[config.mk]
export PLATFORM = sky130hd
export DESIGN_NAME = ljci_ctrl
export DESIGN_NICKNAME = d
export VERILOG_FILES = /design/src/hdl/ljci_pkg.sv /design/src/hdl/ljci_ctrl.sv
export SDC_FILE = /design/constraint.sdc
export NUM_CORES = 1
export LEC_CHECK = 0
export BUFFER_PORTS_ARGS = -buffer_cell sky130_fd_sc_hd__buf_2
export CAP_MARGIN = 20
export CORE_AREA = 3 3 40 42
export CTS_BUF_LIST = sky130_fd_sc_hd__clkbuf_8
export DETAILED_ROUTE_END_ITERATION = 12
export DIE_AREA = 0 0 43 45
export PLACE_DENSITY = 0.8
export SYNTH_ARGS = -nofsm -noshare
export SYNTH_HDL_FRONTEND = slang
export SYNTH_SLANG_ARGS = --single-unit
[constraint.sdc]
create_clock -name i_clk -period 3.84 [get_ports i_clk]
set_input_delay 0.768 -clock i_clk [delete_from_list [all_inputs] [get_ports i_clk]]
set_output_delay 0.768 -clock i_clk [all_outputs]
set_load 0.01 [all_outputs]
[src/hdl/ljci_pkg.sv]
// ----------------------------------------------------------------------------
// ljci_pkg
// Shared types and constants of the leaky joint command integrator.
// ----------------------------------------------------------------------------
`default_nettype none

package ljci_pkg;

    localparam int JOINT_COUNT = 32;
    localparam int JIDX_W      = (JOINT_COUNT > 1) ? $clog2(JOINT_COUNT) : 1;

    // item modes
    localparam logic [1:0] MODE_INTEGRATE = 2'd0;
    localparam logic [1:0] MODE_INIT      = 2'd1;
    localparam logic [1:0] MODE_LOAD      = 2'd2;

    // result status codes
    localparam logic [1:0] STATUS_OK        = 2'd0;
    localparam logic [1:0] STATUS_NOT_READY = 2'd1;
    localparam logic [1:0] STATUS_SETUP     = 2'd2;

    // configuration register indexes
    localparam logic [1:0] CFG_ALPHA_POS = 2'd0;
    localparam logic [1:0] CFG_ALPHA_VEL = 2'd1;
    localparam logic [1:0] CFG_STEP_TIME = 2'd2;
    localparam logic [1:0] CFG_MAX_ERR   = 2'd3;

    localparam int CFG_DATA_W = 31;

    localparam logic [16:0] ALPHA_ONE      = 17'd65536;
    localparam logic [23:0] STEP_TIME_RST  = 24'd16777;

    localparam int PROD_W = 57;
    localparam logic signed [PROD_W-1:0] RND16 = 57'sd32768;
    localparam logic signed [PROD_W-1:0] RND24 = 57'sd8388608;

    localparam logic signed [31:0] MAX32 = 32'sh7FFF_FFFF;
    localparam logic signed [31:0] MIN32 = 32'sh8000_0000;

    typedef struct packed {
        logic [1:0]         mode;
        logic [4:0]         joint;
        logic signed [31:0] accel_command;
        logic signed [31:0] measured_position;
        logic signed [31:0] start_position;
        logic signed [31:0] start_velocity;
        logic signed [31:0] lower_position_limit;
        logic signed [31:0] upper_position_limit;
        logic signed [31:0] lower_velocity_limit;
        logic signed [31:0] upper_velocity_limit;
    } t_in_item;

    typedef struct packed {
        logic [4:0]         joint_echo;
        logic signed [31:0] position_command;
        logic signed [31:0] velocity_command;
        logic [1:0]         status;
    } t_out_item;

    typedef struct packed {
        logic signed [31:0] pos_floor;
        logic signed [31:0] pos_ceil;
        logic signed [31:0] vel_floor;
        logic signed [31:0] vel_ceil;
    } t_limits;

    // one step of the integrate sequence per bit
    typedef struct packed {
        logic capture;
        logic mul_vel;
        logic mul_acc;
        logic mul_pos;
        logic mul_meas;
        logic mul_dt;
        logic blend;
        logic advance;
        logic clamp_err;
        logic clamp_lim;
        logic finish;
    } t_dp_cmd;

    typedef struct packed {
        logic integrate_go;
    } t_dp_status;

    function automatic logic signed [31:0] sat32(input logic signed [32:0] x);
        logic signed [31:0] r;
        if (x[32] != x[31]) begin
            r = x[32] ? MIN32 : MAX32;
        end else begin
            r = x[31:0];
        end
        return r;
    endfunction

    // floor first, then ceiling, so a ceiling below the floor wins
    function automatic logic signed [31:0] clamp32(input logic signed [31:0] x,
                                                   input logic signed [31:0] lo,
                                                   input logic signed [31:0] hi);
        logic signed [31:0] r;
        r = (x < lo) ? lo : x;
        r = (r > hi) ? hi : r;
        return r;
    endfunction

endpackage

`default_nettype wire

[src/hdl/ljci_ctrl.sv]
// ----------------------------------------------------------------------------
// ljci_ctrl
// Sequencer: walks the datapath through one item and owns the result valid.
// ----------------------------------------------------------------------------
`default_nettype none

module ljci_ctrl
    import ljci_pkg::*;
(
    input  wire logic       i_clk,
    input  wire logic       i_rst_n,
    input  wire logic       i_in_valid,
    output logic            o_in_ready,
    output logic            o_out_valid,
    input  wire logic       i_out_ready,
    input  wire t_dp_status i_status,
    output t_dp_cmd         o_cmd
);

    typedef enum logic [10:0] {
        S_IDLE      = 11'b000_0000_0001,
        S_DECIDE    = 11'b000_0000_0010,
        S_MUL_ACC   = 11'b000_0000_0100,
        S_MUL_POS   = 11'b000_0000_1000,
        S_MUL_MEAS  = 11'b000_0001_0000,
        S_MUL_DT    = 11'b000_0010_0000,
        S_BLEND     = 11'b000_0100_0000,
        S_ADVANCE   = 11'b000_1000_0000,
        S_CLAMP_ERR = 11'b001_0000_0000,
        S_CLAMP_LIM = 11'b010_0000_0000,
        S_DONE      = 11'b100_0000_0000
    } t_state;

    t_state r_state, n_state;
    logic   r_out_valid, n_out_valid;
    logic   w_finish;

    assign o_in_ready  = (r_state == S_IDLE);
    assign o_out_valid = r_out_valid;
    assign w_finish    = (r_state == S_DONE) && (!r_out_valid || i_out_ready);

    always_comb begin
        n_state = r_state;
        o_cmd   = '0;
        case (r_state)
            S_IDLE: begin
                if (i_in_valid) begin
                    o_cmd.capture = 1'b1;
                    n_state       = S_DECIDE;
                end
            end
            S_DECIDE: begin
                if (i_status.integrate_go) begin
                    o_cmd.mul_vel = 1'b1;
                    n_state       = S_MUL_ACC;
                end else begin
                    n_state = S_DONE;
                end
            end
            S_MUL_ACC: begin
                o_cmd.mul_acc = 1'b1;
                n_state       = S_MUL_POS;
            end
            S_MUL_POS: begin
                o_cmd.mul_pos = 1'b1;
                n_state       = S_MUL_MEAS;
            end
            S_MUL_MEAS: begin
                o_cmd.mul_meas = 1'b1;
                n_state        = S_MUL_DT;
            end
            S_MUL_DT: begin
                o_cmd.mul_dt = 1'b1;
                n_state      = S_BLEND;
            end
            S_BLEND: begin
                o_cmd.blend = 1'b1;
                n_state     = S_ADVANCE;
            end
            S_ADVANCE: begin
                o_cmd.advance = 1'b1;
                n_state       = S_CLAMP_ERR;
            end
            S_CLAMP_ERR: begin
                o_cmd.clamp_err = 1'b1;
                n_state         = S_CLAMP_LIM;
            end
            S_CLAMP_LIM: begin
                o_cmd.clamp_lim = 1'b1;
                n_state         = S_DONE;
            end
            S_DONE: begin
                if (w_finish) begin
                    o_cmd.finish = 1'b1;
                    n_state      = S_IDLE;
                end
            end
            default: begin
                n_state = S_IDLE;
            end
        endcase
    end

    always_comb begin
        if (w_finish) begin
            n_out_valid = 1'b1;
        end else if (i_out_ready) begin
            n_out_valid = 1'b0;
        end else begin
            n_out_valid = r_out_valid;
        end
    end

    always_ff @(posedge i_clk) begin
        if (!i_rst_n) begin
            r_state     <= S_IDLE;
            r_out_valid <= 1'b0;
        end else begin
            r_state     <= n_state;
            r_out_valid <= n_out_valid;
        end
    end

endmodule

`default_nettype wire

# Word level (Yosys, flattened, before mapping)
# Index checks and enable logic that the tools add are counted.
[classes]
n_mux = 20
reduce_logical = 5
n_eq_ne = 13
[ops]
columns = ["cell", "n"]
rows = [
  ["case mux 11 bit (11 select lines)", 1],
  ["two-way mux 11 bit", 3],
  ["two-way mux 1 bit", 16],
  ["== test 11 x 1 -> 1 bit, second input constant", 1],
  ["== test 11 x 10 -> 1 bit, second input constant", 1],
  ["== test 11 bit, second input constant", 1],
  ["== test 11 x 2 -> 1 bit, second input constant", 1],
  ["== test 11 x 3 -> 1 bit, second input constant", 1],
  ["== test 11 x 4 -> 1 bit, second input constant", 1],
  ["== test 11 x 5 -> 1 bit, second input constant", 1],
  ["== test 11 x 6 -> 1 bit, second input constant", 1],
  ["== test 11 x 7 -> 1 bit, second input constant", 1],
  ["== test 11 x 8 -> 1 bit, second input constant", 1],
  ["== test 11 x 9 -> 1 bit, second input constant", 1],
  ["!= test 2 bit, second input constant", 2],
  ["AND reduction 2 bit", 1],
  ["nonzero test 2 bit", 1],
  ["logical AND 1 bit", 1],
  ["logical NOT 1 bit", 1],
  ["logical OR 1 bit", 1],
]
[word_totals]
inputBits = 5
word_cells = 40
register_bits = 12
output_inout_bits = 13

# Depth between registers and ports, before layout
[logic_depth]
word_depth = 5
mapped_depth = 5
ltp_nobuf = 4

# Worst setup path before layout
# Ideal clock, no wire load.
[synth_timing]
path_type = "reg2out"
startpoint = "register r_state[8]"
endpoint = "output port o_cmd[8] (netlist bit)"
stages_incl_launch_ff = 5
t_required_ns = 3.072
t_arrival_ns = 1.302
setup_slack_ns = 1.770
path_cell_list = "dfxtp_1 -> nor4_4 -> and2_2 -> nand3b_4 -> nor3b_1"
[synth_rtl]
columns = ["item", "line_no", "text"]
rows = [
  ["start: declaration", "ljci_ctrl.sv:34", "t_state r_state, n_state;"],
  ["start signal: assignment", "ljci_ctrl.sv:119", "r_state <= n_state;"],
  ["end: declaration", "ljci_ctrl.sv:17", "output t_dp_cmd o_cmd"],
]

==> results.cfg <==
[run_status]
status = complete, no violations

[cts]
cts.sinks = 12
path_clk_slew_ns = 0.05
cts_setup_buffers = 0
clk_latency_ns = 0.24
cts_hold_buf = 0
cts_resized = 0
cts-root-buf = clkbuf_8
cts_tree = built
h-tree-depth = 1
clk_path_buf_depth = 2
cts_buffers = 3

[finish]
fin_nets = 103
n_antenna_cell = 0
instances_no_fill = 112
final_common_cell = buf_2
regArea_um2 = 240
area_delta_synth_final_pct = 18.9
mostFrequentLayoutCells = buf_2, dfxtp_1, nor2_1
multiInputGateArea_um2 = 419
num-fill-cells = 117
fin_util_pct = 65.4
drive_gt1_share_pct = 30.9

[timing]
skew_ns = 0.000757
hold_viol = 0
worst_slew_pin_slew_ns = 0.359
fmax_ghz = 0.415
final_max_slew_viol_count = 0
setup_viol = 0
period_share_pct = 62.7
fin_ws_ns = 1.43
setup_tns_ns = 0
post-route-min-period_ns = 2.41
rsz0062_at_grt = no
slew_headroom_pct = 76.0

[flow_run]
max-cap-violations = 0

[drt]
wirelength_um = 1370
routed_via_density = 5.58
wl_per_cell_um = 12.3
dr.first_iter.drc_count = 14
drtAntennaViolNets = 0
drt_pass1_iterations = 4
route.detailed.drc = 0
via_count = 625

[worst_setup_path]
r2r_cells = 4
crit_type = reg2out
cp_max_fo = 7
path_buf_inv = 1
r2r-start = r_state[2]
reg2reg_slack_ns = 2.37
crit_slowest_cell = dfxtp_1
cp_top_family = simple AND/OR/NAND/NOR gates
crit_chain = nor4_4 -> and2_2 -> nand3b_4 -> nor3b_1 -> buf_2
worstPathArrival_ns = 1.64
crit_required_ns = 3.07
slowest_delay_ns = 0.38
reg2reg_to = r_state[0]
cp-end-kind = primary output
start_kind = register

[placement]
portBuffers = 17
dpl.hpwl_um = 1070
dpl.cell_count = 108
gp_congestion = 0.738
preCtsSetupSlack_ns = 1.69

[yosys]
synth.cell_area_um2 = 707
post_synth.cell_area_avg_um2 = 8.84
netlist_instances = 80
synth_seq_area_share_pct = 34.0
synth_edf_count = 0
synth-seq-cells = 12
async_reset_ff_share_pct = 0
ys.warnings.count = 0
synth_fp_nets = 85
synth.distinct_cells = 36
yosys_most_used_dff = dfxtp_1

[power]
leakage_nw = 0.365
vdd_drop_max_v = 0.000212
powerDensity_nw_per_um2 = 368
finalPower_uw = 310

[hold_path]
min_path_cells = 3
hold_path_class = reg2reg
hp-start = r_state[0]
min_to = r_state[6]

[floorplan]
fp-row-count = 13
die_h_um = 45
io_pins = 18
die_x_um = 43
core_um2 = 1280
start_util_pct = 55.0
die_area_um2 = 1940

[grt]
grt_usage_pct = 16.5
antenna_found_initial = 0
grt_pass1_vias = 540
overflow = 0
grt_start_max_net_pins = 11
grt_pass1_wl_um = 2280
## worst max-delay path by stage
stage / from / endpoint / slack (ns) / cells after the start
after floorplan: r_state[8] / o_cmd[8] / 1.77 / 4
after global placement: r_state[8] / o_cmd[8] / 1.70 / 5
after detailed placement: r_state[8] / o_cmd[8] / 1.69 / 5
after CTS: r_state[8] / o_cmd[8] / 1.41 / 5
after global routing: r_state[2] / o_cmd[0] / 1.29 / 4
final: r_state[8] / o_cmd[8] / 1.43 / 5
## routing by layer
layer | global-route usage [%] | wire [µm] | up-vias
met5 | 0 | 0 | -
met4 | 13.9 | 37 | 0
met3 | 4.78 | 80 | 5
met2 | 25.1 | 630 | 18
met1 | 19.1 | 624 | 287
li1 | - | - | 315
## area by class of cell
cell class,instances,share of cell area (%)
multi-input combinational,58,49.9
sequential,12,28.6
timing repair buffer,17,10.1
clock buffer,4,6.55
inverter,6,2.68
tap,15,2.23
## through the flow
step,cell area [µm²],hold WS [ns]
6_report,841,0.598
5_1_grt,841,0.633
4_1_cts,841,0.607
3_5_place_dp,786,0.598
3_3_place_gp,786,0.581
2_1_floorplan,707,0.542
## cells in the mapped netlist (2+ instances only)
cell type	instances	area, µm²
nor2_1	9	33.8
nor2b_1	6	37.5
nand3_1	3	15.0
dfxtp_1	12	240
and3_1	2	12.5
nor4_1	2	12.5
inv_1	6	22.5
buf_2	2	10.0
buf_4	2	15.0
nor3_1	6	30.0
or4b_1	2	20.0
nand2b_1	2	12.5
nor3b_1	2	15.0
o21ai_0	2	10.0
## cell families after synthesis
logic type | synth area share [%]
compound gates | 12.2
flops | 34.0
buf+inv | 6.72
xor+xnor | 2.48
simple gates | 44.6
## where the power goes
group / leakage (nW) / internal (mW) / switching (mW)
clock: 0.0288 / 0.0908 / 0.0494
sequential: 0.0971 / 0.127 / 0.00253
combinational: 0.239 / 0.0161 / 0.0240
total: 0.365 / 0.234 / 0.0759
## worst register-to-register path, cell delays in order, from the launching register on
cell and delay (ns):
dfxtp_1 0.40, nor4_1 0.37, nand4b_1 0.26, o22ai_1 0.26, o21bai_1 0.08
## state kept, by name (all words and copies together), names as in the netlist
signal,cells
o_out_valid,1
r_state,11
No activity file was read; power rests on OpenSTA's default activity.
